File: src/hhc_pkg.sv
// hhc_pkg: shared types, codes and constants of the heating hysteresis controller
// no dependencies; imported by every module of the block

package hhc_pkg;

    localparam int TEMP_W    = 12;
    localparam int CMP_W     = 14;
    localparam int MINUTES_W = 11;
    localparam int RUNTIME_W = 17;
    localparam int STAMP_W   = 32;
    localparam int CFG_NUM   = 8;
    localparam int CFG_IDX_W = 3;
    localparam int CFG_DATA_W = 12;
    localparam int IN_DATA_W  = 72;
    localparam int OUT_DATA_W = 40;
    localparam int FUNC_W     = 2;

    localparam logic signed [CMP_W-1:0] SOIL_MARGIN     = 14'sd2;
    localparam logic signed [CMP_W-1:0] AIR_MARGIN      = 14'sd10;
    localparam logic signed [CMP_W-1:0] WATER_MARGIN    = 14'sd10;
    localparam logic signed [CMP_W-1:0] MIN_WATER_DELTA = 14'sd50;
    localparam logic [RUNTIME_W-1:0]    SECONDS_PER_MIN = 17'd60;
    localparam logic [RUNTIME_W-1:0]    RUNTIME_MAX     = 17'h1FFFF;

    // function codes carried on tuser
    typedef enum logic [FUNC_W-1:0] {
        FUNC_UPDATE   = 2'd0,
        FUNC_TO_DAY   = 2'd1,
        FUNC_TO_NIGHT = 2'd2
    } func_t;

    // configuration register indexes
    typedef enum logic [CFG_IDX_W-1:0] {
        CFG_DAY_WATER   = 3'd0,
        CFG_NIGHT_WATER = 3'd1,
        CFG_DAY_SOIL    = 3'd2,
        CFG_NIGHT_SOIL  = 3'd3,
        CFG_DAY_AIR     = 3'd4,
        CFG_NIGHT_AIR   = 3'd5,
        CFG_DAY_LIMIT   = 3'd6,
        CFG_NIGHT_LIMIT = 3'd7
    } cfg_idx_t;

    typedef struct packed {
        logic signed [TEMP_W-1:0] day_water_target;
        logic signed [TEMP_W-1:0] night_water_target;
        logic signed [TEMP_W-1:0] day_soil_target;
        logic signed [TEMP_W-1:0] night_soil_target;
        logic signed [TEMP_W-1:0] day_air_target;
        logic signed [TEMP_W-1:0] night_air_target;
        logic [MINUTES_W-1:0]     day_limit_minutes;
        logic [MINUTES_W-1:0]     night_limit_minutes;
    } cfg_t;

    typedef struct packed {
        logic [FUNC_W-1:0]        func;
        logic                     hour_known;
        logic                     is_day;
        logic signed [TEMP_W-1:0] water_temp;
        logic signed [TEMP_W-1:0] soil_temp;
        logic                     soil_known;
        logic signed [TEMP_W-1:0] air_temp;
        logic                     air_known;
        logic [STAMP_W-1:0]       uptime_seconds;
    } in_item_t;

    typedef struct packed {
        logic                 heater;
        logic                 soil;
        logic                 air;
        logic                 stamp_valid;
        logic [STAMP_W-1:0]   last_stamp;
        logic [RUNTIME_W-1:0] day_seconds;
        logic [RUNTIME_W-1:0] night_seconds;
    } ctrl_state_t;

endpackage

File: src/hhc_cfg_regs.sv
// hhc_cfg_regs: configuration register file, written through a plain write port
// depends on hhc_pkg

module hhc_cfg_regs (
    input  logic                             aclk,
    input  logic                             aresetn,
    input  logic                             cfg_wr_en,
    input  logic [hhc_pkg::CFG_IDX_W-1:0]    cfg_addr,
    input  logic [hhc_pkg::CFG_DATA_W-1:0]   cfg_wr_data,
    output hhc_pkg::cfg_t                    cfg
);
    import hhc_pkg::*;

    cfg_t cfg_reg;

    always_ff @(posedge aclk) begin
        if (!aresetn) begin
            cfg_reg <= '0;
        end else if (cfg_wr_en) begin
            unique case (cfg_idx_t'(cfg_addr))
                CFG_DAY_WATER:   cfg_reg.day_water_target   <= cfg_wr_data;
                CFG_NIGHT_WATER: cfg_reg.night_water_target <= cfg_wr_data;
                CFG_DAY_SOIL:    cfg_reg.day_soil_target    <= cfg_wr_data;
                CFG_NIGHT_SOIL:  cfg_reg.night_soil_target  <= cfg_wr_data;
                CFG_DAY_AIR:     cfg_reg.day_air_target     <= cfg_wr_data;
                CFG_NIGHT_AIR:   cfg_reg.night_air_target   <= cfg_wr_data;
                CFG_DAY_LIMIT:   cfg_reg.day_limit_minutes  <= cfg_wr_data[MINUTES_W-1:0];
                CFG_NIGHT_LIMIT: cfg_reg.night_limit_minutes <= cfg_wr_data[MINUTES_W-1:0];
                default: ;
            endcase
        end
    end

    assign cfg = cfg_reg;

endmodule

File: src/hhc_step.sv
// hhc_step: combinational next-state logic for one item (thermostats, runtime, limit)
// depends on hhc_pkg

module hhc_step (
    input  hhc_pkg::cfg_t        cfg,
    input  hhc_pkg::ctrl_state_t state,
    input  hhc_pkg::in_item_t    item,
    output hhc_pkg::ctrl_state_t state_next,
    output logic                 blocked
);
    import hhc_pkg::*;

    logic [RUNTIME_W-1:0]     total;
    logic [RUNTIME_W-1:0]     limit;
    logic [STAMP_W-1:0]       elapsed;
    logic [RUNTIME_W:0]       sum_wide;
    logic [RUNTIME_W-1:0]     sum;
    logic signed [CMP_W-1:0]  water, soil, air, wt, st, at;
    logic                     soil_delta, air_delta, soil_req, air_req, heat;

    always_comb begin
        state_next = state;
        blocked    = 1'b0;
        total      = item.is_day ? state.day_seconds : state.night_seconds;
        limit      = RUNTIME_W'(item.is_day ? cfg.day_limit_minutes
                                            : cfg.night_limit_minutes) * SECONDS_PER_MIN;
        elapsed    = item.uptime_seconds - state.last_stamp;
        sum_wide   = {1'b0, total} + {1'b0, elapsed[RUNTIME_W-1:0]};
        sum        = (|elapsed[STAMP_W-1:RUNTIME_W] || sum_wide[RUNTIME_W]) ? RUNTIME_MAX
                                                                           : sum_wide[RUNTIME_W-1:0];
        water      = CMP_W'(item.water_temp);
        soil       = CMP_W'(item.soil_temp);
        air        = CMP_W'(item.air_temp);
        wt         = CMP_W'(item.is_day ? cfg.day_water_target : cfg.night_water_target);
        st         = CMP_W'(item.is_day ? cfg.day_soil_target : cfg.night_soil_target);
        at         = CMP_W'(item.is_day ? cfg.day_air_target : cfg.night_air_target);
        soil_delta = water >= soil + MIN_WATER_DELTA;
        air_delta  = water >= air + MIN_WATER_DELTA;
        soil_req   = state.soil;
        air_req    = state.air;
        heat       = state.heater;

        unique case (item.func)
            FUNC_UPDATE: begin
                if (item.hour_known) begin
                    // heater on-time since the last stamp, saturating
                    if (state.heater && state.stamp_valid) begin
                        if (sum >= limit) begin
                            heat = 1'b0;
                        end
                        total = sum;
                    end
                    if (item.is_day) begin
                        state_next.day_seconds = total;
                    end else begin
                        state_next.night_seconds = total;
                    end
                    state_next.last_stamp  = item.uptime_seconds;
                    state_next.stamp_valid = 1'b1;

                    if (item.soil_known) begin
                        if (soil < st - SOIL_MARGIN) begin
                            soil_req        = 1'b1;
                            state_next.soil = soil_delta;
                        end else if (soil > st + SOIL_MARGIN) begin
                            soil_req        = 1'b0;
                            state_next.soil = 1'b0;
                        end
                    end
                    if (item.air_known) begin
                        if (air < at - AIR_MARGIN) begin
                            air_req        = 1'b1;
                            state_next.air = air_delta;
                        end else if (air > at + AIR_MARGIN) begin
                            air_req        = 1'b0;
                            state_next.air = 1'b0;
                        end
                    end
                    // raw readings still gate the drives
                    if (!soil_delta) begin
                        state_next.soil = 1'b0;
                    end
                    if (!air_delta) begin
                        state_next.air = 1'b0;
                    end

                    if (water < wt - WATER_MARGIN) begin
                        if (soil_req || air_req) begin
                            if (total != '0 && total >= limit) begin
                                blocked = 1'b1;
                            end else begin
                                heat = 1'b1;
                            end
                        end else begin
                            heat = 1'b0;
                        end
                    end else if (water > wt + WATER_MARGIN) begin
                        heat = 1'b0;
                    end
                    state_next.heater = heat;
                end
            end
            FUNC_TO_DAY: begin
                state_next.day_seconds = '0;
                state_next.stamp_valid = 1'b0;
            end
            FUNC_TO_NIGHT: begin
                state_next.night_seconds = '0;
                state_next.stamp_valid   = 1'b0;
            end
            default: ;
        endcase
    end

endmodule

File: src/heating_hysteresis_controller_core.sv
// heating_hysteresis_controller_core: top level with input stage, state and result register
// depends on hhc_pkg, hhc_cfg_regs and hhc_step
//
// Usage: items enter on the s_ stream (tdata = sensor readings and uptime, tuser = function
// code) and each accepted item yields exactly one result on the m_ stream (heater drives,
// blocked flag and the day and night runtime totals). An accepted item is held in the input
// register; the step logic then updates the controller state and loads the result register,
// which drives m_tvalid. One item per cycle is sustained while m_tready is high: the next
// item is taken while the previous one is being evaluated, and the combinational step
// logic closes the state loop between consecutive items.
// When m_tready is low with a result held, the input register keeps its item and s_tready
// falls only once both stages are full; nothing is lost or repeated.
// Reset (aresetn low, synchronous) clears both stages, all drives, the runtime totals, the
// timestamp and every configuration register. Configuration writes through cfg_wr_en,
// cfg_addr and cfg_wr_data take effect at the next clock edge and belong to idle periods.

module heating_hysteresis_controller_core (
    input  logic                              aclk,
    input  logic                              aresetn,
    input  logic                              cfg_wr_en,
    input  logic [hhc_pkg::CFG_IDX_W-1:0]     cfg_addr,
    input  logic [hhc_pkg::CFG_DATA_W-1:0]    cfg_wr_data,
    input  logic                              s_tvalid,
    output logic                              s_tready,
    // hour_known, is_day, water_temp[11:0], soil_temp[11:0], soil_known,
    // air_temp[11:0], air_known, uptime_seconds[31:0]
    input  logic [hhc_pkg::IN_DATA_W-1:0]     s_tdata,
    // func[1:0]
    input  logic [hhc_pkg::FUNC_W-1:0]        s_tuser,
    output logic                              m_tvalid,
    input  logic                              m_tready,
    // water_heater_on, soil_heat_on, air_heat_on, heater_blocked,
    // day_runtime[16:0], night_runtime[16:0], two zero pad bits
    output logic [hhc_pkg::OUT_DATA_W-1:0]    m_tdata
);
    import hhc_pkg::*;

    cfg_t        cfg;
    in_item_t    in_item;
    in_item_t    item_reg;
    logic        item_valid_reg;
    ctrl_state_t state_reg;
    ctrl_state_t state_next;
    logic        blocked;
    logic        blocked_reg;
    logic        out_valid_reg;
    logic        advance;

    hhc_cfg_regs u_cfg_regs (
        .aclk        (aclk),
        .aresetn     (aresetn),
        .cfg_wr_en   (cfg_wr_en),
        .cfg_addr    (cfg_addr),
        .cfg_wr_data (cfg_wr_data),
        .cfg         (cfg)
    );

    always_comb begin
        in_item.func           = s_tuser;
        in_item.hour_known     = s_tdata[0];
        in_item.is_day         = s_tdata[1];
        in_item.water_temp     = s_tdata[13:2];
        in_item.soil_temp      = s_tdata[25:14];
        in_item.soil_known     = s_tdata[26];
        in_item.air_temp       = s_tdata[38:27];
        in_item.air_known      = s_tdata[39];
        in_item.uptime_seconds = s_tdata[71:40];
    end

    hhc_step u_step (
        .cfg        (cfg),
        .state      (state_reg),
        .item       (item_reg),
        .state_next (state_next),
        .blocked    (blocked)
    );

    // item moves into the result register when that register is free or draining
    assign advance  = item_valid_reg && (!out_valid_reg || m_tready);
    assign s_tready = !item_valid_reg || advance;

    always_ff @(posedge aclk) begin
        if (!aresetn) begin
            item_valid_reg <= 1'b0;
        end else if (s_tready) begin
            item_valid_reg <= s_tvalid;
        end
    end

    always_ff @(posedge aclk) begin
        if (s_tready && s_tvalid) begin
            item_reg <= in_item;
        end
    end

    always_ff @(posedge aclk) begin
        if (!aresetn) begin
            state_reg     <= '0;
            out_valid_reg <= 1'b0;
            blocked_reg   <= 1'b0;
        end else begin
            if (advance) begin
                state_reg     <= state_next;
                blocked_reg   <= blocked;
                out_valid_reg <= 1'b1;
            end else if (m_tready) begin
                out_valid_reg <= 1'b0;
            end
        end
    end

    assign m_tvalid = out_valid_reg;
    assign m_tdata  = {2'b00, state_reg.night_seconds, state_reg.day_seconds, blocked_reg,
                       state_reg.air, state_reg.soil, state_reg.heater};

endmodule
File: config.mk
export PLATFORM = sky130hd
export DESIGN_NAME = heating_hysteresis_controller_core
export DESIGN_NICKNAME = d
export VERILOG_FILES = /design/src/hhc_pkg.sv /design/src/hhc_cfg_regs.sv /design/src/hhc_step.sv /design/src/heating_hysteresis_controller_core.sv
export SDC_FILE = /design/constraint.sdc
export NUM_CORES = 1
export LEC_CHECK = 0
export ABC_AREA = 1
export BUFFER_PORTS_ARGS = -buffer_cell sky130_fd_sc_hd__buf_4
export CAP_MARGIN = 10
export CORE_MARGIN = 2
export CORE_UTILIZATION = 55
export CTS_BUF_LIST = sky130_fd_sc_hd__clkbuf_4 sky130_fd_sc_hd__clkbuf_8
export CTS_CLUSTER_DIAMETER = 30
export DETAILED_ROUTE_END_ITERATION = 8
export PLACE_DENSITY = 0.71
export SLEW_MARGIN = 20
export SYNTH_ARGS = -nofsm -noshare
export SYNTH_HDL_FRONTEND = slang
export SYNTH_SLANG_ARGS = --single-unit
File: constraint.sdc
create_clock -name aclk -period 6.5 [get_ports aclk]
set_input_delay 0.975 -clock aclk [delete_from_list [all_inputs] [get_ports aclk]]
set_output_delay 0.975 -clock aclk [all_outputs]
set_load 0.02 [all_outputs]
Yosys cells after proc, flatten, opt, wreduce, memory -nomap -nowiden
Index checks and enable logic that the tools add are counted.
{"block": "totals", "n_memories": 0, "output_inout_bits": 42, "romBits": 0, "ram_bits": 0, "reg_bits": 241, "wordCells": 131, "latchBits": 0, "input_bits": 94}
{"block": "op_classes", "shift": 0, "add_sub_neg": 10, "n_mul": 1, "n_eq_ne": 12, "magnitude_cmp": 10, "div": 0, "n_bitwise": 0, "mux": 40, "n_reduce_logical": 31}
{"op": "$mux 17", "n": 7}
{"op": "$pmux 17 s2", "n": 2}
{"op": "$mux 67", "n": 1}
{"op": "$gt 12x14->1", "n": 3}
{"op": "$lt 12x14->1", "n": 3}
{"op": "$mux 14", "n": 3}
{"op": "$ge 17x17->1", "n": 2}
{"op": "$sub 32x32->32", "n": 1}
{"op": "$add 14x5->14 const B", "n": 2}
{"op": "$sub 14x5->14 const B", "n": 2}
{"op": "$add 12x7->13 const B", "n": 2}
{"op": "$ge 12x13->1", "n": 2}
{"op": "$mux 1", "n": 25}
{"op": "$add 17x17->18", "n": 1}
{"op": "$mul 17x4->15 const B", "n": 1}
{"op": "$reduce_bool 17->1", "n": 1}
{"op": "$reduce_and 2->1", "n": 8}
{"op": "$reduce_or 15->1", "n": 1}
{"op": "$add 14x3->14 const B", "n": 1}
{"op": "$sub 14x3->14 const B", "n": 1}
{"op": "$eq 3x3->1 const B", "n": 4}
{"op": "$mux 11", "n": 1}
{"op": "$reduce_and 4->1", "n": 2}
{"op": "$reduce_bool 2->1", "n": 4}
{"op": "other kinds (13)", "n": 24}

Longest topological paths before layout
{"block": "depth", "ltp_word": 14, "mapped_depth": 37, "depth_no_buf": 37}

Cells and area by module
Synthesis repeated with hierarchy kept, for this count alone.
{"block": "unflattened", "hier_cells": 3092, "hier_area_um2": 20737.4}
{"mod": "hhc_step", "seq_area_each_um2": 0.0, "area_each_um2": 11225.8, "n_inst": 1, "cells_per_inst": 1960}
{"mod": "heating_hysteresis_controller_core", "seq_area_each_um2": 3683.5, "area_each_um2": 5803.1, "n_inst": 1, "cells_per_inst": 592}
{"mod": "hhc_cfg_regs", "seq_area_each_um2": 1881.8, "area_each_um2": 3708.6, "n_inst": 1, "cells_per_inst": 540}

Worst setup path after synthesis
No wires, ideal clock.
{"block": "synth_timing", "kind": "flip-flop to flip-flop", "startpoint": "register item_reg[70] in the netlist's numbering", "endpoint": "register state_reg (netlist bit m_tdata[0])", "t_required_ps": 6433, "setup_ps": 67, "n_path_buf": 4, "setup_slack_ps": 595, "path_stages_with_launch": 33, "period_less_slack_ps": 5905, "arrival_time_ps": 5838, "path_cell_list": "edfxtp_1 > inv_1 > clkbuf_1 > clkbuf_1 > clkbuf_1 > clkbuf_1 > nand2_1 > nand2_1 > fa_1 > fa_1 > inv_1 > fa_1 > nand3b_1 > and2_1 > o21ai_0 > a21o_1 > a21oi_1 > o21ai_0 > a21o_1 > a21oi_1 > o21ai_0 > a21oi_1 > xor2_1 > ha_1 > nand4_1 > nor3_1 > a221oi_1 > nand2_1 > a21boi_0 > nand2_1 > nand2_1 > inv_1 > a21oi_2"}
{"block": "synth_between", "elab_chain_len": 12, "elab_cells_between_ends": 45, "classes_between": "add/sub (7); mul (1); order compare (8); mux (25); reduce/logical (4)"}
{"item": "from (decl)", "line": "heating_hysteresis_controller_core.sv:40", "rtl": "in_item_t item_reg;"}
{"item": "from (signal assigned)", "line": "heating_hysteresis_controller_core.sv:92", "rtl": "item_reg <= in_item;"}
{"item": "parallel branches: the longest is 11 deep, another holds $mul 17x4->15"}
{"item": "$mux 1 (*)", "line": "hhc_step.sv:87", "rtl": "if (water < wt - WATER_MARGIN) begin"}
{"item": "to (signal assigned)", "line": "heating_hysteresis_controller_core.sv:103", "rtl": "state_reg <= state_next;"}
{"item": "to (decl)", "line": "heating_hysteresis_controller_core.sv:42", "rtl": "ctrl_state_t state_reg;"}
Mark *: on every way between the ends. The select of a mux whose other input is x is not followed.
A chain may end at the register's enable or synchronous reset.

Worst setup path after layout
Ends and elaborated chain as after synthesis.

==> key figures <==
Yosys
  • Yosys warnings: 0
  • Cell area after synthesis: between 0.015 and 0.02 mm2
  • #FFs+latches synth: 241
  • Syn avg cell area: between 7 and 8 um2
  • Syn Inst Count: approximately 2600
  • Synth async-reset ratio: 0%
  • Ys flop type: dfxtp_1
  • Post-synth cell types: between 50 and 60
  • Sequential share of the synthesized area: ~30%
  • Post-synth EDFFs: 74

GRT
  • Remaining Overflow, GRT: 0
  • First-pass GRT wire length: about 80000 um
  • Gr usage total: 27.7%
  • Largest net degree at the start of global routing: 130
  • Initial antenna violation count: 0
  • Vias in the first global route: ~16000

Timing
  • Worst setup margin: 575 ps
  • Slew Limit Fails: 0
  • Hold_ws: between 400 and 500 ps
  • Setup TNS: 0 ps
  • Slew @ Worst Pin: between 1000 and 1500 ps
  • # setup viols final: 0
  • Min Tclk post-route: roughly 6000 ps
  • Worst slew margin: a little over a quarter
  • Period utilization: 91.1%
  • F_max: between 150 and 200 MHz
  • RSZ-0062 raised after global routing: false
  • Final number of hold-violating endpoints: 0
  • Worst Skew: 29.5 ps

Final layout
  • Final net count: just over 3000
  • Multi-input logic area: between 0.01 and 0.015 mm2
  • Ant. Diodes: 0
  • Post-Layout Cell Count: approximately 3200
  • Filler cells: 3067
  • Max reg flops: 94
  • Area Growth Syn to Fin: 13.0%
  • Layout cells sized above 1: 11.7%
  • Area taken by flip-flops and latches: approximately 0.0056 mm2

Critical path
  • CP max stage delay: roughly 570 ps
  • R2R Path Start: item_reg[70]
  • Crit Path Max Fanout: 14
  • Most used cell, CP: nand2_1
  • Setup crit end kind: flop
  • Reg2reg setup slack: about 580 ps
  • CP arrival: about 6500 ps
  • Slowest CP cell: edfxtp_1
  • Worst path required time: 7060 ps
  • R2r endpoint: m_tdata[0]
  • Worst reg2reg path depth: 28
  • Worst setup SP type: flop
  • Type of the worst setup path: flop to flop

Run
  • Max_cap viols: 0

Outcome
  • Outcome: finished clean

Detailed routing
  • 1st-pass router iterations: 7
  • Top Metal Used: met4
  • DRC: 0
  • Drt via density: ~5.3
  • DRT met1 WL: between 20000 and 25000 um
  • Wire per inst: 15.3 um
  • Iteration-0 DRC count of the detailed router: between 1000 and 1500
  • Total routed wirelength: around 49000 um
  • Met2 routed WL: about 22000 um
  • Vias: around 17000
  • Met3 wire len: ~3400 um
  • Post-DRT Antenna Nets: 0

Worst hold path
  • Hold Path End: state_reg[56]
  • Worst Hold Depth: 2
  • Min-delay src: state_reg[56]
  • Min-Delay Path Class: flop to flop

Placed design
  • Inst Count DP: approximately 3100
  • RePlAce Congestion: ~0.94
  • Dpl hpwl: 37700 um
  • Number of I/O port buffers: about 130
  • DP Worst Slack: 670 ps

CTS
  • Root buf cell: clkbuf_8
  • TritonCTS clock tree: built
  • H-tree levels: 2
  • Post-CTS setup buffers: 0
  • CTS Buffer Depth: 3
  • Clock sinks: around 240
  • Hold_buf cts: 0
  • Worst skew pair latency: 650 ps
  • Post-cts repair resize count: 0
  • CTS clk-pin slew, worst paths: about 50 ps
  • Total CTS buffers: 57

Pwr
  • Leak: 10.6 nW
  • PnR Total Power: ~4.7 mW
  • Max VDD drop: between 0.2 and 0.25 mV
  • Power per cell area: 221 mW/mm2

Floorplanning
  • Die H: around 190 um
  • Boundary Pins: ~140
  • Die area: 0.0354 mm2
  • Core area: around 0.033 mm2
  • Die Wd: 188 um
  • Row count: 67
  • Initial core utilization: a little under three fifths
-- placed cells by master, fill, tap and decap left out, drive strengths merged, types with 2 or more instances in the layout --
cell type,n
and2,5
nor2,334
a21boi,4
nand3b,5
o2111ai,3
a31oi,2
buf,143
a21o,11
nand4,41
a21oi,185
conb,2
o21a,4
edfxtp,74
nand3,105
inv,320
o21ai,207
o211ai,6
o221ai,4
fa,21
nor3,28
clkinvlp,7
clkbuf,71
ha,211
nand2,618
a2111oi,2
nor4,5
dfxtp,167
bufinv,7
o21bai,6
xor2,90
xnor2,19
clkinv,22
or2,35
-- cell families (layout without fill, tap and decap cells) --
| logic type | after synthesis | after routing | share of synthesized area [%] |
|---|---|---|---|
| AO/OA/AOI/OAI | 438 | 438 | 12.5 |
| other | 1 | 2 | 0.0201 |
| adder cells (fa/ha/maj) | 232 | 232 | 16.4 |
| buffers and inverters | 434 | 570 | 9.67 |
| XOR/XNOR | 109 | 109 | 5.11 |
| AND/OR/NAND/NOR | 1177 | 1177 | 26.5 |
| flip-flops | 241 | 241 | 29.8 |
| multiplexers | 1 | 1 | 0.0536 |
-- Yosys cell counts, types with 19 or more instances --
cell | instances | area (um2)
a21oi_1 | 184 | 921
buf_4 | 41 | 308
clkbuf_1 | 59 | 221
dfxtp_1 | 167 | 3340
edfxtp_1 | 74 | 2220
fa_1 | 21 | 420
ha_1 | 211 | 2640
inv_1 | 317 | 1190
nand2_1 | 604 | 2270
nand3_1 | 101 | 505
nand4_1 | 40 | 250
nor2_1 | 323 | 1210
nor3_1 | 27 | 135
o21ai_0 | 202 | 1010
or2_2 | 34 | 213
xnor2_1 | 19 | 166
xor2_1 | 90 | 788
-- per-stage QoR --
| step | utilization (%) | cell area, um2 |
|---|---|---|
| 2_1_floorplan | - | 18700 |
| 3_3_place_gp | 58.9 | 19700 |
| 3_5_place_dp | 58.9 | 19700 |
| 4_1_cts | 63.0 | 21100 |
| 5_1_grt | 63.1 | 21100 |
| 6_report | 63.1 | 21100 |
-- metal layers --
layer	GRT usage, %	up-vias
met5	0	-
met4	9.66	0
met3	5.03	82
met2	44.9	507
met1	37.2	7880
li1	-	8744
-- how the worst max path moves through the flow --
stage | start | endpoint | depth (start not counted) | slack, ps
final | item_reg[70] | m_tdata[0] | 28 | 580
after global routing | item_reg[70] | m_tdata[0] | 28 | 160
after CTS | item_reg[70] | m_tdata[0] | 28 | 590
after detailed placement | item_reg[70] | m_tdata[0] | 28 | 670
after global placement | item_reg[70] | m_tdata[0] | 28 | 970
after floorplan | item_reg[70] | m_tdata[0] | 32 | 590
-- area by class of cell --
type	instances	area share [%]
Clock inverter	36	1.98
Sequential cell	241	26.4
Timing Repair Buffer	143	5.18
Tap cell	448	2.66
Clock buffer	71	4.51
Multi-Input combinational cell	1959	53.6
Inverter	320	5.70
-- critical path, delay by kind of cell, from the launching register on --
kind	cells	cell delay, ps
AO/OA/AOI/OAI	11	1800
buffers and inverters	3	310
adder cells (fa/ha/maj)	4	1800
flip-flops	1	570
XOR/XNOR	1	280
AND/OR/NAND/NOR	9	1070
-- power by group --
group          internal [mW]  total [mW]  switching, mW
Combinational          0.359       0.950          0.592
Clock                   1.27        2.07          0.798
Sequential              1.61        1.66         0.0465
Total                   3.24        4.67           1.44
No activity file was read; power rests on OpenSTA's default activity.
